[src/design/tgr_pkg.sv]
`timescale 1ns / 1ps

package tgr_pkg;

   localparam int TimeWidth  = 32;
   localparam int CfgWidth   = 16;
   localparam int SpeedWidth = 17;
   localparam int NumLanes   = 2;
   localparam int ReqWidth   = 40;
   localparam int RspWidth   = 24;

   localparam logic [CfgWidth-1:0] DebounceReset = 16'd20;
   localparam logic [CfgWidth-1:0] SpeedReset    = 16'd3000;

   typedef enum logic {
      REG_DEBOUNCE_MS  = 1'b0,
      REG_TRAVEL_SPEED = 1'b1
   } reg_index_type;

   typedef struct packed {
      logic stable;
      logic hit;
   } lane_status_type;

   typedef struct packed {
      logic                         motor_run;
      logic                         toward_limit_two;
      logic signed [SpeedWidth-1:0] speed_cmd;
      logic                         limit_one_stable;
      logic                         limit_two_stable;
   } result_type;

endpackage

[src/design/tgr_lane.sv]
`timescale 1ns / 1ps

module tgr_lane
   import tgr_pkg::*;
(
   input  logic                 clock,
   input  logic                 reset,
   input  logic                 update,
   input  logic                 raw,
   input  logic [TimeWidth-1:0] now,
   input  logic [CfgWidth-1:0]  debounce_ms,
   output lane_status_type      status
);

   logic                 last_raw_ff, last_raw_in;
   logic                 stable_ff, stable_in;
   logic                 event_ff, event_in;
   logic [TimeWidth-1:0] change_time_ff, change_time_in;
   logic [TimeWidth-1:0] elapsed;
   logic                 event_mid;

   always_comb begin
      elapsed        = now - change_time_ff;
      last_raw_in    = last_raw_ff;
      change_time_in = change_time_ff;
      stable_in      = stable_ff;
      event_mid      = event_ff;
      if (raw != last_raw_ff) begin
         last_raw_in    = raw;
         change_time_in = now;
      end else if (elapsed >= {{(TimeWidth-CfgWidth){1'b0}}, debounce_ms}
                   && stable_ff != last_raw_ff) begin
         stable_in = last_raw_ff;
         if (!last_raw_ff) begin
            event_mid = 1'b0;
         end
      end
      status.stable = stable_in;
      status.hit    = stable_in && !event_mid;
      event_in      = event_mid || status.hit;
   end

   always_ff @(posedge clock) begin
      if (reset) begin
         last_raw_ff    <= 1'b0;
         stable_ff      <= 1'b0;
         event_ff       <= 1'b0;
         change_time_ff <= '0;
      end else if (update) begin
         last_raw_ff    <= last_raw_in;
         stable_ff      <= stable_in;
         event_ff       <= event_in;
         change_time_ff <= change_time_in;
      end
   end

endmodule

[src/design/tgr_merge.sv]
`timescale 1ns / 1ps

module tgr_merge
   import tgr_pkg::*;
(
   input  logic                clock,
   input  logic                reset,
   input  logic                update,
   input  lane_status_type     lane_one,
   input  lane_status_type     lane_two,
   input  logic                motion_on,
   input  logic                stop_request,
   input  logic [CfgWidth-1:0] travel_speed,
   output result_type          result
);

   logic            direction_ff, direction_in;
   logic            run;
   logic [SpeedWidth-1:0] magnitude;
   result_type      result_ff, result_in;

   always_comb begin
      magnitude    = {1'b0, travel_speed};
      direction_in = direction_ff;
      if (lane_two.hit) begin
         direction_in = 1'b0;
      end else if (lane_one.hit) begin
         direction_in = 1'b1;
      end
      run = motion_on && !stop_request && !(lane_one.stable && lane_two.stable);
      result_in.motor_run        = run;
      result_in.toward_limit_two = direction_in;
      if (!run) begin
         result_in.speed_cmd = '0;
      end else if (direction_in) begin
         result_in.speed_cmd = magnitude;
      end else begin
         result_in.speed_cmd = {SpeedWidth{1'b0}} - magnitude;
      end
      result_in.limit_one_stable = lane_one.stable;
      result_in.limit_two_stable = lane_two.stable;
   end

   always_ff @(posedge clock) begin
      if (reset) begin
         direction_ff <= 1'b1;
      end else if (update) begin
         direction_ff <= direction_in;
      end
   end

   always_ff @(posedge clock) begin
      if (update) begin
         result_ff <= result_in;
      end
   end

   assign result = result_ff;

endmodule

[src/design/traverse_guide_reversal_core.sv]
`timescale 1ns / 1ps

// traverse guide reversal core
// req channel: one update per transfer carrying both raw limit levels, the
// millisecond tick, enable and alarm. rsp channel: one result per update
// with run, direction, signed speed and both debounced limit levels.
// csr port: csr_we writes csr_wdata to register csr_addr (0 debounce_ms,
// 1 travel_speed) on the same edge; write only while idle.
// two debounce lanes run side by side, one per switch, and a merge stage
// resolves reversal (limit two wins) and the speed command.
// the result is registered and valid in the cycle after the req transfer.
// throughput: one update per cycle while the output is not stalled; the single
// output register takes a new result in the same cycle the old one transfers.
// stall: while rsp_tvalid is high and rsp_tready low, req_tready is low and
// the result holds.
// reset: synchronous, clears both lanes, sets direction toward limit two,
// restores debounce_ms 20 and travel_speed 3000, and empties the output.

module traverse_guide_reversal_core
   import tgr_pkg::*;
(
   input  logic                clock,
   input  logic                reset,
   input  logic                req_tvalid,
   output logic                req_tready,
   // limit_one_active, limit_two_active, time_ms[31:0], motion_on, stop_request
   input  logic [ReqWidth-1:0] req_tdata,
   output logic                rsp_tvalid,
   input  logic                rsp_tready,
   // motor_run, toward_limit_two, speed_cmd[16:0], limit_one_stable, limit_two_stable
   output logic [RspWidth-1:0] rsp_tdata,
   input  logic                csr_we,
   input  logic                csr_addr,
   input  logic [CfgWidth-1:0] csr_wdata
);

   logic [CfgWidth-1:0] debounce_ff;
   logic [CfgWidth-1:0] speed_ff;
   logic                rsp_valid_ff, rsp_valid_in;
   logic                accept;
   lane_status_type     lane_one, lane_two;
   result_type          result;

   assign req_tready = !rsp_valid_ff || rsp_tready;
   assign accept     = req_tvalid && req_tready;

   always_ff @(posedge clock) begin
      if (reset) begin
         debounce_ff <= DebounceReset;
         speed_ff    <= SpeedReset;
      end else if (csr_we) begin
         unique case (reg_index_type'(csr_addr))
            REG_DEBOUNCE_MS:  debounce_ff <= csr_wdata;
            REG_TRAVEL_SPEED: speed_ff    <= csr_wdata;
            default:          ;
         endcase
      end
   end

   tgr_lane u_lane_one (
      .clock       (clock),
      .reset       (reset),
      .update      (accept),
      .raw         (req_tdata[0]),
      .now         (req_tdata[33:2]),
      .debounce_ms (debounce_ff),
      .status      (lane_one)
   );

   tgr_lane u_lane_two (
      .clock       (clock),
      .reset       (reset),
      .update      (accept),
      .raw         (req_tdata[1]),
      .now         (req_tdata[33:2]),
      .debounce_ms (debounce_ff),
      .status      (lane_two)
   );

   tgr_merge u_merge (
      .clock        (clock),
      .reset        (reset),
      .update       (accept),
      .lane_one     (lane_one),
      .lane_two     (lane_two),
      .motion_on    (req_tdata[34]),
      .stop_request (req_tdata[35]),
      .travel_speed (speed_ff),
      .result       (result)
   );

   always_comb begin
      rsp_valid_in = rsp_valid_ff;
      if (accept) begin
         rsp_valid_in = 1'b1;
      end else if (rsp_tready) begin
         rsp_valid_in = 1'b0;
      end
   end

   always_ff @(posedge clock) begin
      if (reset) begin
         rsp_valid_ff <= 1'b0;
      end else begin
         rsp_valid_ff <= rsp_valid_in;
      end
   end

   assign rsp_tvalid = rsp_valid_ff;
   assign rsp_tdata  = {3'b000, result.limit_two_stable, result.limit_one_stable,
                        result.speed_cmd, result.toward_limit_two, result.motor_run};

   a_accept_gives_result: assert property (@(posedge clock) disable iff (reset)
      (req_tvalid && req_tready) |=> rsp_tvalid)
      else $error("accepted update produced no result");

   a_stall_blocks_input: assert property (@(posedge clock) disable iff (reset)
      (rsp_tvalid && !rsp_tready) |-> !req_tready)
      else $error("input taken while result stalled");

   a_stop_zero_speed: assert property (@(posedge clock) disable iff (reset)
      (rsp_tvalid && !rsp_tdata[0]) |-> (rsp_tdata[18:2] == '0))
      else $error("speed nonzero while stopped");

   a_both_limits_stop: assert property (@(posedge clock) disable iff (reset)
      (rsp_tvalid && rsp_tdata[19] && rsp_tdata[20]) |-> !rsp_tdata[0])
      else $error("motor running with both limits stable");

endmodule
[config.mk]
export PLATFORM = sky130hd
export DESIGN_NAME = traverse_guide_reversal_core
export DESIGN_NICKNAME = d
export VERILOG_FILES = /design/src/design/tgr_pkg.sv /design/src/design/tgr_lane.sv /design/src/design/tgr_merge.sv /design/src/design/traverse_guide_reversal_core.sv
export SDC_FILE = /design/constraint.sdc
export NUM_CORES = 1
export LEC_CHECK = 0
export BUFFER_PORTS_ARGS = -buffer_cell sky130_fd_sc_hd__buf_2
export CAP_MARGIN = 40
export CORE_MARGIN = 4
export CORE_UTILIZATION = 35
export CTS_BUF_LIST = sky130_fd_sc_hd__clkbuf_16
export DETAILED_ROUTE_END_ITERATION = 8
export PLACE_DENSITY = 0.62
export SYNTH_ARGS = -nofsm -noshare
export SYNTH_HDL_FRONTEND = slang
export SYNTH_SLANG_ARGS = --single-unit
[constraint.sdc]
create_clock -name clock -period 6.8 [get_ports clock]
set_input_delay 0 -clock clock [delete_from_list [all_inputs] [get_ports clock]]
set_output_delay 0 -clock clock [all_outputs]
set_load 0.05 [all_outputs]
* After elaboration in Yosys (flattened, before gate mapping)
Cells that the tools add are included.
** Storage, ports and cells
- Register bits :: 125
- Input bits :: 62
- Output and inout port bits :: 26
- Word-level logic and storage cells :: 66
** Cells by class
- Add/sub/neg operators :: 3
- $lt $le $gt $ge :: 2
- Equality and inequality tests :: 4
- Mux-type cells :: 15
- Bitwise logic cells :: 2
- Reductions and logical operators :: 22
** Operators by type and width (count)
- greater-or-equal comparator 32 x 16 -> 1 bit :: 2
- subtractor 32 bit :: 2
- subtractor 1 x 16 -> 17 bit (first input constant) :: 1
- two-way mux 16 bit :: 1
- two-way mux 1 bit :: 14
- logical AND 1 bit :: 8
- AND reduction 2 bit :: 4
- zero test 1 bit :: 5
- inequality test 1 bit :: 4
- logical OR 1 bit :: 3
- NOT 1 bit :: 2
- nonzero test 2 bit :: 1
- OR reduction 2 bit :: 1

* Longest topological paths before layout
- Word-level depth :: 10
- Gate-level depth with buffers :: 24
- Gate-level depth less buffers :: 23

* Cells and area by module
A second synthesis with hierarchy kept.
** Unflattened totals
- Cell total of the unflattened synthesis :: 1312
- Area, all modules :: 10206.0 sq um
** Modules (own cells, without submodules)
- tgr_lane (u_lane_two) :: times used 1, cells an instance 538, area each 3821.2 sq um, seq. area each 700.7 sq um
- tgr_lane (u_lane_one) :: times used 1, cells an instance 539, area each 3801.1 sq um, seq. area each 700.7 sq um
- traverse_guide_reversal_core :: times used 1, cells an instance 137, area each 1431.4 sq um, seq. area each 660.6 sq um
- tgr_merge :: times used 1, cells an instance 98, area each 1152.4 sq um, seq. area each 650.6 sq um

* Least setup slack after synthesis
No wires, ideal clock.
- Path type :: register to register
- Start point :: reg u_lane_two.change_time_ff[4]
- End point :: reg u_merge.result_ff (netlist bit u_merge.result[6]) (data pin)
- Library setup time :: 262 ps
- Data arrival time :: 4759 ps
- Data required time :: 6538 ps
- Setup slack :: 1779 ps
- Cell stages (with the launch flop) :: 22
- Path buffers :: 0
- Clock period less this slack :: 5021 ps
- Cell sequence :: dfxtp_1 -> inv_1 -> ha_1 -> o211ai_1 -> a21o_1 -> a211oi_1 -> nor2_1 -> o21ai_0 -> a21o_1 -> a21oi_1 -> xnor2_1 -> ha_1 -> a221o_1 -> a221o_1 -> or4_1 -> or4_1 -> nor4_2 -> nand4_1 -> o211a_1 -> o31a_2 -> o32a_1 -> mux2i_1
** Between the ends
- Longest elaborated chain between the ends :: 9
- Elaborated cells on any way between the ends :: 14
- Classes of those cells :: 1 x add/sub; 1 x order compare; 6 x mux; 6 x reduce/logical
** Ends and longest elaborated chain
- start: declaration :: RTL line tgr_lane.sv:18 : logic [TimeWidth-1:0] change_time_ff, change_time_in;
- start signal: assignment :: RTL line tgr_lane.sv:53 : change_time_ff <= change_time_in;
- subtractor 32 bit (*) :: RTL line tgr_lane.sv:23 : elapsed = now - change_time_ff;
- greater-or-equal comparator 32 x 16 -> 1 bit (*) :: RTL line tgr_lane.sv:31 : end else if (elapsed >= {{(TimeWidth-CfgWidth){1'b0}}, debounce_ms}
- logical AND 1 bit (*) :: RTL line tgr_lane.sv:32 : && stable_ff != last_raw_ff) begin
- two-way mux 1 bit :: RTL line tgr_lane.sv:31
- two-way mux 1 bit :: RTL line tgr_lane.sv:28 : if (raw != last_raw_ff) begin
- zero test 1 bit :: RTL line tgr_lane.sv:39 : status.hit = stable_in && !event_mid;
- logical AND 1 bit :: RTL line tgr_lane.sv:39
- two-way mux 1 bit :: RTL line tgr_merge.sv:25 : if (lane_two.hit) begin
- two-way mux 16 bit :: RTL line tgr_merge.sv:35 : end else if (direction_in) begin
- end signal: assignment :: RTL line tgr_merge.sv:54 : result_ff <= result_in;
- end: declaration :: RTL line tgr_merge.sv:20 : result_type result_ff, result_in;
Mark *: on every way between the ends. The rest lies on a longest branch, timed or not.
A chain may end at the register's enable or synchronous reset.

* Final worst setup path
- Start point :: reg u_lane_two.change_time_ff[4]
- End point :: reg u_merge.result_ff (netlist bit u_merge.result[12]) (data pin)
The elaborated chain is that of the path after synthesis.

==> flow_summary.toml <==
[run_status]
status = "finished clean"

[routing]
dr.pass1.iters = 5
drc = 0
route.vias.total = 9837
wl_per_cell_um = 15.87
viasPerCell = 5.335
drt-initial-drc-count = 633
drt_wl_total_mm = 29.26
ant_nets = 0

[global_routing]
grt_pass1_wl_mm = 48.06
grt_max_degree = 63
antenna_found_initial = 0
grt_pass1_vias = 9401
overflow = 0
grt_use_total_pct = 18.74

[critical_path]
slowest_stage = "o31ai_4"
cp-start-kind = "flip-flop"
required_ns = 6.99
max_stage_delay_ns = 0.53
path_cells = "inv_1, ha_1, o211ai_1, a21o_1, a211oi_1, nor2_1, o21ai_0, a21o_1, a21oi_1, xnor2_1, ha_1, a221o_1, a221o_1, or4_1, or4_1, nor4_2, nand4_1, o211a_1, o31ai_4, a22oi_1, mux2i_1"
worst-setup-path-type = "reg2reg"
critPathMaxFanout = 13
endpoint_kind = "flip-flop"
cp.arrival_ns = 6.23

[power_and_ir_drop]
power_frac_clock_pct = 37.4
cellPowerDensity_mw_per_mm2 = 216.3
irDropWorstVdd_v = 0.0001741
seq_power_share_pct = 31.9
net-switching-power_mw = 0.9366
combinationalPowerShare_pct = 30.7
sw_frac_of_total_pct = 36.50
power.leakage_nw = 4.619
power.internal_mw = 1.630

[final_layout]
final_nets = 1612
area_growth_pct = 18.85
drive_gt1_share_pct = 10.44
n_antenna_cell = 0

[die]
io_pins = 88
die_height_um = 176.9
die_w_um = 176.9
initial_core_util_pct = 35.73
core.rowCount = 61
dieArea_mm2 = 0.03128
core_mm2 = 0.02793

[sta]
min_period_ns = 6.039
tns_ns = 0
setup_viol = 0
max_freq_mhz = 165.6
final-hold-violation-count = 0
final.setup_skew_ns = 0.01962
relSlewSlack_pct = 44.28
rsz0062_at_grt = "no"
drv_slew = 0
worstMarginPinSlew_ns = 0.8281
fin_worst_hold_slack_ns = 0.01166
period_share_pct = 88.81

[clock_network]
clk_latency_ns = 0.44
path_clk_slew_ns = 0.07
clock_path_buffers = 2
cts_tree = "yes"
cts_sinks = 125
numCtsBuffers = 17
ctsHtreeMaxLevel = 4
root_buffer = "clkbuf_16"
cts_setup_buffers = 0

[synthesis]
synth-xor-area-share_pct = 3.598
synth_area_leaders = "dfxtp_1 21%, ha_1 12%, nand2_1 9.9%, a21oi_1 9.0%, edfxtp_1 6.3%"
synth_top_family_by_area = "compound AO/OA/AOI/OAI gates"
synth-seq-cells = 125
synth_warnings = 0
yosys.area_share.simple_pct = 21.74
ys.flop_type = "dfxtp_1"
synthAdderAreaFrac_pct = 12.31
synth_top_area_share_pct = 20.86
avgSynthCellArea_um2 = 7.421
syn_area_mm2 = 0.009981
yosysSeqAreaShare_pct = 27.18
syn_inst = 1345
yosysUniqueCellTypes = 79
yosys.area.top_type = "dfxtp_1"
synth-compound-area-share_pct = 25.80
async_flop_share_pct = 0
synth_edf_count = 21
synthMuxAreaShare_pct = 2.144

[flow_run]
cap_violations = 0

[placed_design]
hpwlAfterDp_mm = 22.29
place.gp.congestion = 0.9159
numPortBuffers = 80

[hold_path]
holdCritPathClass = "in2reg"
critical path, delay by kind of cell (launching register included):
family	cells	cell delay, ns
flip-flops	1	0.33
adder cells (fa/ha/maj)	2	0.57
XOR/XNOR	1	0.17
multiplexers	1	0.16
AND/OR/NAND/NOR	5	1.56
AO/OA/AOI/OAI	11	2.95
buffers and inverters	1	0.04
path summary, 6_finish.rpt:
kind / from / endpoint / slack (ns) / cells past startpoint
setup / recovery: u_lane_two.change_time_ff[4] / u_merge.result[12] / 0.76 / 21
setup reg to reg: u_lane_two.change_time_ff[4] / u_merge.result[12] / 0.76 / 21
hold reg to reg: u_lane_one.change_time_ff[14] / u_lane_one.change_time_ff[14] / 0.45 / 2
hold / removal: reset / u_lane_one.stable_ff / 0.01 / 2
cells by family after synthesis:
kind of cell | count (synthesis)
and+or+nand+nor | 479
AOI/OAI and AO/OA | 409
buffers and inverters | 172
DFF | 125
adders and majority gates | 97
xor gates and xnor gates | 41
muxes | 21
other | 1
sequential cells by signal, indices dropped and copies added (netlist names), 16 cells and up:
register                   cells
u_lane_one.change_time_ff     32
u_merge.result                21
debounce_ff                   16
speed_ff                      16
u_lane_two.change_time_ff     32
synth_stat cells, types with 6 or more instances:
master and n:
o21a_1 10, a2111oi_0 10, nand2_1 263, o211ai_1 25, nor3_1 21, dfxtp_1 104
o21ai_1 12, o21ai_0 52, and2_1 7, a31oi_1 6, nand3b_1 9, xor2_1 17
mux2i_1 18, inv_1 107, a211o_1 9, o31ai_1 6, nor2_1 68, edfxtp_1 21
nor4_1 17, buf_4 6, nand2b_1 19, nand3_1 16, xnor2_1 24, a211oi_1 12
a21o_1 23, nand4_1 17, ha_1 95, nor2b_1 10, a21oi_1 180, clkbuf_1 45
and3_1 10, a221oi_1 6
metal layers:
layer  part of all wire [%]  wire length (um)  track usage [%]  up-vias
met3                    4.2              1234            2.777       34
met4                    1.9               550            5.287        0
li1                       -                 -                -     4988
met1                     48             14080            25.71     4577
met5                      0                 0                0        -
met2                     46             13400            30.75      238
layout by cell type (no fill, tap or decap), types with 7 or more instances in the layout:
master	n
inv_8	7
nand2_1	263
and3_1	9
mux2i_1	18
buf_4	10
nand3b_1	9
edfxtp_1	21
a2111oi_0	10
dfxtp_1	104
ha_1	95
o21a_1	10
a211oi_1	12
and2_1	7
xor2_1	17
dlygate4sd3_1	55
o211ai_1	25
a211o_1	9
nor2_1	68
a21oi_1	180
inv_1	107
nor2b_1	10
nand2b_1	19
nand4_1	17
nor4_1	17
nand3_1	16
nor3_1	21
xnor2_1	24
clkbuf_16	17
o21ai_0	52
o21ai_1	12
a21o_1	23
buf_2	80
area by class of cell:
class	instances	area, um2
clock inverters	15	191.4
inverters	110	412.9
fillers	2881	16070
repair buffers	149	1089
well taps	378	473.0
multi-input cells	1050	6559
flip-flops and latches	125	2713
clock buffers	17	425.4
power groups by stage:
stage                     sequential, mW  clock, mW  combinational (mW)
after detailed placement           0.836          0               0.756
after global routing               0.824       1.01               0.882
after floorplan                    0.862          0               0.528
after CTS                          0.819      0.980               0.785
final                              0.819      0.959               0.788
after global placement             0.835          0               0.739
repair_timing:
action,CTS,global route
resized for setup,0,0
hold buffers,55,0
hold endpoints to repair,99,0
metrics by stage:
step	utilization, %	total power [mW]	worst slack, ns	cell area [um2]	std cells
after floorplan	-	1.391	1.779	9988	1347
after global placement	37.99	1.574	0.8102	10610	1750
after detailed placement	38.29	1.592	0.7950	10700	1757
after CTS	42.47	2.584	0.7873	11860	1844
after global routing	42.47	2.719	0.3344	11860	1844
final	42.47	2.566	0.7609	11860	1844
Power figures use the tool's default switching activity.
